===== config.mk =====
export PLATFORM = sky130hd
export DESIGN_NAME = hlcp_ctrl
export DESIGN_NICKNAME = d
export VERILOG_FILES = /design/src/rtl/hlcp_pkg.sv /design/src/rtl/hlcp_ctrl.sv
export SDC_FILE = /design/constraint.sdc
export NUM_CORES = 1
export LEC_CHECK = 0
export ABC_AREA = 1
export BUFFER_PORTS_ARGS = -buffer_cell sky130_fd_sc_hd__buf_2
export CAP_MARGIN = 20
export CORE_AREA = 4 4 41 43
export CTS_CLUSTER_DIAMETER = 30
export DETAILED_ROUTE_END_ITERATION = 7
export DIE_AREA = 0 0 45 47
export REMOVE_ABC_BUFFERS = 1
export SLEW_MARGIN = 5
export SYNTH_ARGS = -nofsm -noshare
export SYNTH_HDL_FRONTEND = slang
export SYNTH_SLANG_ARGS = --single-unit

===== constraint.sdc =====
create_clock -name clk -period 2 [get_ports clk]
set_input_delay 0.2 -clock clk [delete_from_list [all_inputs] [get_ports clk]]
set_output_delay 0.2 -clock clk [all_outputs]
set_load 0.01 [all_outputs]

===== src/rtl/hlcp_pkg.sv =====
// Shared types and constants for the hop-limited cheapest path block.
package hlcp_pkg;

	localparam int NODE_W      = 6;   // node id and stop limit fields
	localparam int COUNT_W     = 7;   // node_count register
	localparam int WEIGHT_IN_W = 16;  // edge_weight field
	localparam int COST_OUT_W  = 22;  // path_cost field

	localparam logic [COUNT_W-1:0]    NODE_COUNT_RESET = 7'd64;
	localparam logic [COST_OUT_W-1:0] PATH_COST_MAX    = 22'h3F_FFFF;

	// item kinds
	localparam logic [1:0] KIND_CLEAR = 2'd0;
	localparam logic [1:0] KIND_ADD   = 2'd1;
	localparam logic [1:0] KIND_QUERY = 2'd2;

	typedef enum logic [3:0] {
		ST_IDLE,
		ST_CHECK,
		ST_COPY,
		ST_EDGE_START,
		ST_EDGE_A,
		ST_EDGE_B,
		ST_ROUND_END,
		ST_FINAL_RD,
		ST_RESULT
	} hlcp_state_t;

	// controller -> datapath
	typedef struct packed {
		logic clear_tbl;
		logic add_edge;
		logic load_query;
		logic check_query;
		logic init_query;
		logic node_clr;
		logic copy_step;
		logic edge_first;
		logic edge_fetch;
		logic edge_relax;
		logic round_end;
		logic final_rd;
		logic out_load;
	} hlcp_cmd_t;

	// datapath -> controller
	typedef struct packed {
		logic in_range;
		logic node_last;
		logic edge_empty;
		logic edge_last;
		logic round_last;
		logic out_free;
	} hlcp_stat_t;

endpackage


===== src/rtl/hlcp_ctrl.sv =====
// Sequencer for edge loads and the round-by-round relaxation of a query.
module hlcp_ctrl (
	input  logic                  clk,
	input  logic                  arst_n,
	input  logic                  in_valid,
	input  logic [1:0]            kind,
	output logic                  in_ready,
	output hlcp_pkg::hlcp_cmd_t   cmd,
	input  hlcp_pkg::hlcp_stat_t  stat
);
	import hlcp_pkg::*;

	hlcp_state_t state_q, state_d;

	always_ff @(posedge clk or negedge arst_n) begin
		if (!arst_n) begin
			state_q <= ST_IDLE;
		end else begin
			state_q <= state_d;
		end
	end

	always_comb begin
		state_d = state_q;
		case (state_q)
			ST_IDLE: begin
				if (in_valid && kind == KIND_QUERY) state_d = ST_CHECK;
			end
			ST_CHECK: begin
				state_d = stat.in_range ? ST_COPY : ST_RESULT;
			end
			ST_COPY: begin
				if (stat.node_last) state_d = ST_EDGE_START;
			end
			ST_EDGE_START: begin
				state_d = stat.edge_empty ? ST_ROUND_END : ST_EDGE_A;
			end
			ST_EDGE_A: begin
				state_d = ST_EDGE_B;
			end
			ST_EDGE_B: begin
				state_d = stat.edge_last ? ST_ROUND_END : ST_EDGE_A;
			end
			ST_ROUND_END: begin
				state_d = stat.round_last ? ST_FINAL_RD : ST_COPY;
			end
			ST_FINAL_RD: begin
				state_d = ST_RESULT;
			end
			ST_RESULT: begin
				if (stat.out_free) state_d = ST_IDLE;
			end
			default: begin
				state_d = ST_IDLE;
			end
		endcase
	end

	always_comb begin
		cmd      = '0;
		in_ready = 1'b0;
		case (state_q)
			ST_IDLE: begin
				in_ready = 1'b1;
				if (in_valid) begin
					case (kind)
						KIND_CLEAR: cmd.clear_tbl  = 1'b1;
						KIND_ADD:   cmd.add_edge   = 1'b1;
						KIND_QUERY: cmd.load_query = 1'b1;
						default:    ;
					endcase
				end
			end
			ST_CHECK: begin
				cmd.check_query = 1'b1;
				cmd.init_query  = stat.in_range;
				cmd.node_clr    = stat.in_range;
			end
			ST_COPY: begin
				cmd.copy_step = 1'b1;
			end
			ST_EDGE_START: begin
				cmd.edge_first = 1'b1;
			end
			ST_EDGE_A: begin
				cmd.edge_fetch = 1'b1;
			end
			ST_EDGE_B: begin
				cmd.edge_relax = 1'b1;
			end
			ST_ROUND_END: begin
				cmd.round_end = 1'b1;
				cmd.node_clr  = 1'b1;
			end
			ST_FINAL_RD: begin
				cmd.final_rd = 1'b1;
			end
			ST_RESULT: begin
				cmd.out_load = stat.out_free;
			end
			default: ;
		endcase
	end

endmodule


# --- Word-level counts from Yosys, hierarchy flattened ---
# Cells that the tools add are included.
totals:
  romBits: 0
  n_memories: 0
  out_inout_bits: 14
  wordCells: 41
  in_bits: 11
  ff_bits: 4
  latch_bits: 0
  mem_bits_rw: 0
op_classes:
  bitwise: 0
  n_div: 0
  shifts: 0
  muxes: 23
  n_reduce_logical: 4
  n_lt_le_gt_ge: 0
  add_sub_neg: 0
  n_mul: 0
  n_eq_ne: 13
op_table:
  columns: ["operator", "n"]
  rows:
  - ["4-bit case mux with 9 select lines", 1]
  - ["4-bit by 3-bit equality test with 1-bit output (second input constant)", 4]
  - ["4-bit 2-to-1 mux", 4]
  - ["1-bit 2-to-1 mux", 11]
  - ["3-bit 2-to-1 mux", 3]
  - ["4-bit by 2-bit equality test with 1-bit output (second input constant)", 2]
  - ["2-bit 2-to-1 mux", 3]
  - ["2-bit inequality test (second input constant)", 3]
  - ["4-bit by 1-bit equality test with 1-bit output (second input constant)", 1]
  - ["4-bit equality test (second input constant)", 1]
  - ["4-bit zero test", 1]
  - ["3-bit AND reduction", 1]
  - ["2-bit by 1-bit equality test with 1-bit output (second input constant)", 1]
  - ["2-bit equality test (second input constant)", 1]
  - ["2-bit zero test", 1]
  - ["1-bit case mux with 2 select lines", 1]
  - ["1-bit logical AND", 1]

# --- Depth between registers and ports, before layout ---
logic_depth:
  depth_word: 4
  depth_mapped: 7
  depth_no_buf: 6

# --- Least setup slack after synthesis ---
# No wires, ideal clock.
synth_timing:
  kind: "register -> output"
  start: "reg state_q[0]"
  end: "out cmd[11] in the netlist's numbering"
  setup_slack_ps: 743
  stages_incl_launch_ff: 5
  n_path_buf: 1
  required_ps: 1800
  arrival_time_ps: 1057
  path_cell_list: "dfrtp_1 clkbuf_8 nor2_4 nand2_4 nor4_1"
synth_lines:
  columns: ["item", "line_no", "rtl"]
  rows:
  - ["start: declaration", "hlcp_ctrl.sv:13", "hlcp_state_t state_q, state_d;"]
  - ["start signal: assignment", "hlcp_ctrl.sv:19", "state_q <= state_d;"]
  - ["end: declaration", "hlcp_ctrl.sv:8", "output hlcp_pkg::hlcp_cmd_t cmd,"]

==> impl_metrics.csv <==
group,metric,value,unit
outcome,outcome,"finished, final reports clean",
worst_setup_path,max_stage_delay,0.51,ns
min_path,hold_class,"in2reg",
finish,top_register,"state_q",
finish,top_regs,"state_q (4)",
worst_setup_path,slowest_stage,"dfrtp_1",
floorplanning,core,1300,µm²
worst_setup_path,crit_path_start_kind,"register",
power,vdd_drop_max,682,µV
place,port-buffer-count,24,
job,max_cap_violations,0,
floorplanning,fp.dieW,45,µm
worst_setup_path,path_max_fanout,10,
place,gp_congestion,0.845,
timing,tightest_slew,0.393,ns
clock_tree,htree_levels,1,
clock_tree,clk_pin_slew_worst_paths,0.04,ns
yosys,synth_edf_count,0,
routing,avgRoutedWirePerCell,10.1,µm
worst_setup_path,worstPathArrival,1.36,ns
yosys,ys_warn_count,0,
routing,antenna_left,0,
routing,dr.pass1.iters,4,
yosys,synth_top_cell_by_area,"dfrtp_1",
timing,max_freq,641,MHz
worst_setup_path,worstRegToRegCells,6,
routing,route.vias.total,445,
timing,skew,0.00270,ns
min_path,hold_depth,3,
power,powerDensity,1340,nW/µm²
finish,largest_reg_flops,4,
yosys,yosysTopAreaCellShare,0.253,
worst_setup_path,r2r_end,"state_q[0]",
clock_tree,clockRootBuffer,"clkbuf_4",
timing,relSlewSlack,0.738,
clock_tree,numCtsBuffers,3,
timing,rsz0062_at_grt,"false",
routing,viasPerCell,4.49,
yosys,syn_area_per_cell,6.94,µm²
yosys,seq_area_frac_synth,0.253,
worst_setup_path,crit_chain,"nor2_4 -> nand2_4 -> nor4_1 -> buf_2",
worst_setup_path,rr_startpoint,"state_q[0]",
finish,area_growth,39.9,%
place,dpl.hpwl,846,µm
global_route,grt_pass1_vias,441,
floorplanning,dieArea,2120,µm²
yosys,syn_inst,57,
worst_setup_path,cp.required,1.80,ns
timing,hold_violations,0,
timing,fin_crit_sh,0.780,
floorplanning,rows,13,
yosys,synth.area.top_cells,"dfrtp_1, inv_1, nor2_4",
clock_tree,cts_tree,"done",
worst_setup_path,reg2reg_slack,0.88,ns
timing,tns,0,ns
clock_tree,cts_sinks,4,
yosys,yosysUniqueCellTypes,17,
yosys,ys_ff_latch,4,
min_path,min_to,"state_q[1]",
yosys,synth_ff_type,"dfrtp_1",
routing,drtIter0Drc,9,
global_route,grt_max_degree,11,
yosys,yosysMostFrequentCell,"inv_1",
global_route,grt_use_total,0.108,
yosys,synth_async_sr_flop_share,1.00,
routing,routed_wl,1000,µm
finish,finalNetCount,97,
timing,setup_viol,0,
timing,setup_slack,0.441,ns
routing,drc,0,
clock_tree,cts_max_path_buffers,2,
power,leakagePower,0.000371,µW
worst_setup_path,end_kind,"primary output",
timing,fin_crit,1.56,ns
timing,slew_viol_final,0,
floorplanning,ios,25,
min_path,holdCritStartpoint,"stat[2]",
yosys,syn_area,395,µm²
finish,drive_above_1_share,0.476,
floorplanning,start_util,0.304,
clock_tree,clock_latency,0.23,ns
worst_setup_path,path_class,"reg2out",
yosys,ys_top_cells_by_count,"inv_1, nand2_1, nand3_1",
floorplanning,die-height,47,µm
global_route,antenna_found_initial,0,
finish,antenna_cells,0,
global_route,globalRouteOverflowTotal,0,
place,dp_slack,0.657,ns
global_route,grt_first_pass_wirelength,1720,µm
## critical path, delay by kind of cell (launching register included)
kind | cells | cell delay, ns
buffers and inverters | 1 | 0.18
DFF | 1 | 0.51
and+or+nand+nor | 3 | 0.43
## timing repair
item | in CTS | in global routing
setup buffers | 0 | 0
hold buffers | 1 | 0
gates resized for setup | 0 | 0
endpoints found under the setup margin | 0 | 0
endpoints found under the hold margin | 4 | 0
## cell usage in the layout, fill, tap and decap left out
master         Yosys  routed
buf_2              0      24
nor2_4             4       4
nand2_4            1       1
dfrtp_1            4       4
dlygate4sd3_1      0       1
nand2_1            7       7
nand4_1            2       2
nand3_1            7       7
nor3_1             1       1
clkbuf_4           0       3
nor2_2             1       1
inv_1             12      12
nand2_2            1       1
inv_2              4       4
nand3b_1           1       1
nor4_1             2       2
nor2_1             5       5
nand3_2            2       2
o211ai_1           2       2
## metal layers
layer,track usage,vias up,wire length (µm)
li1,-,236,-
met1,0.132,188,429
met2,0.192,21,493
met3,0.0268,0,79
met4,0.0175,0,0
met5,0,-,0
## worst max-delay path by stage
stage          startpoint       to  slack, ns  depth (start not counted)
2_1_floorplan  state_q[0]  cmd[11]       0.73                          3
3_3_place_gp   state_q[0]  cmd[11]       0.73                          4
3_5_place_dp   state_q[0]  cmd[11]       0.66                          4
4_1_cts        state_q[0]  cmd[11]       0.40                          4
5_1_grt        state_q[0]  cmd[12]       0.31                          4
6_report       state_q[0]  cmd[11]       0.44                          4
## power breakdown
group,total [µW],leakage [µW],internal (µW),switching [µW]
clock,97.6,0.0000138,67.0,30.6
combinational,453,0.000305,177,277
sequential,189,0.0000520,116,73.8
total,740,0.000371,359,381
## cell type report
class                           instances  area [µm²]
Timing Repair Buffer                   25         130
Sequential cell                         4         100
Inverter                               16        60.1
Clock buffer                            3        22.5
Multi-Input combinational cell         36         221
Tap cell                               15        18.8
Fill cell                             151         748
## cell families (layout without fill, tap and decap cells)
| group | after synthesis | after routing | synth area share |
|---|---|---|---|
| simple gates | 34 | 34 | 0.522 |
| buf+inv | 17 | 44 | 0.187 |
| flops | 4 | 4 | 0.253 |
| compound gates | 2 | 2 | 0.0380 |
## metrics by stage
stage | cells | hold slack, ns | area [µm²] | power, µW | util
after floorplan | 56 | -0.0956 | 382 | 506 | -
after global placement | 95 | 0.00560 | 520 | 645 | 0.400
after detailed placement | 95 | 0.00732 | 520 | 647 | 0.400
after CTS | 99 | 0.189 | 553 | 754 | 0.425
after global routing | 99 | 0.202 | 553 | 823 | 0.425
final | 99 | 0.192 | 553 | 740 | 0.425
(Power assumes the default switching activity.)
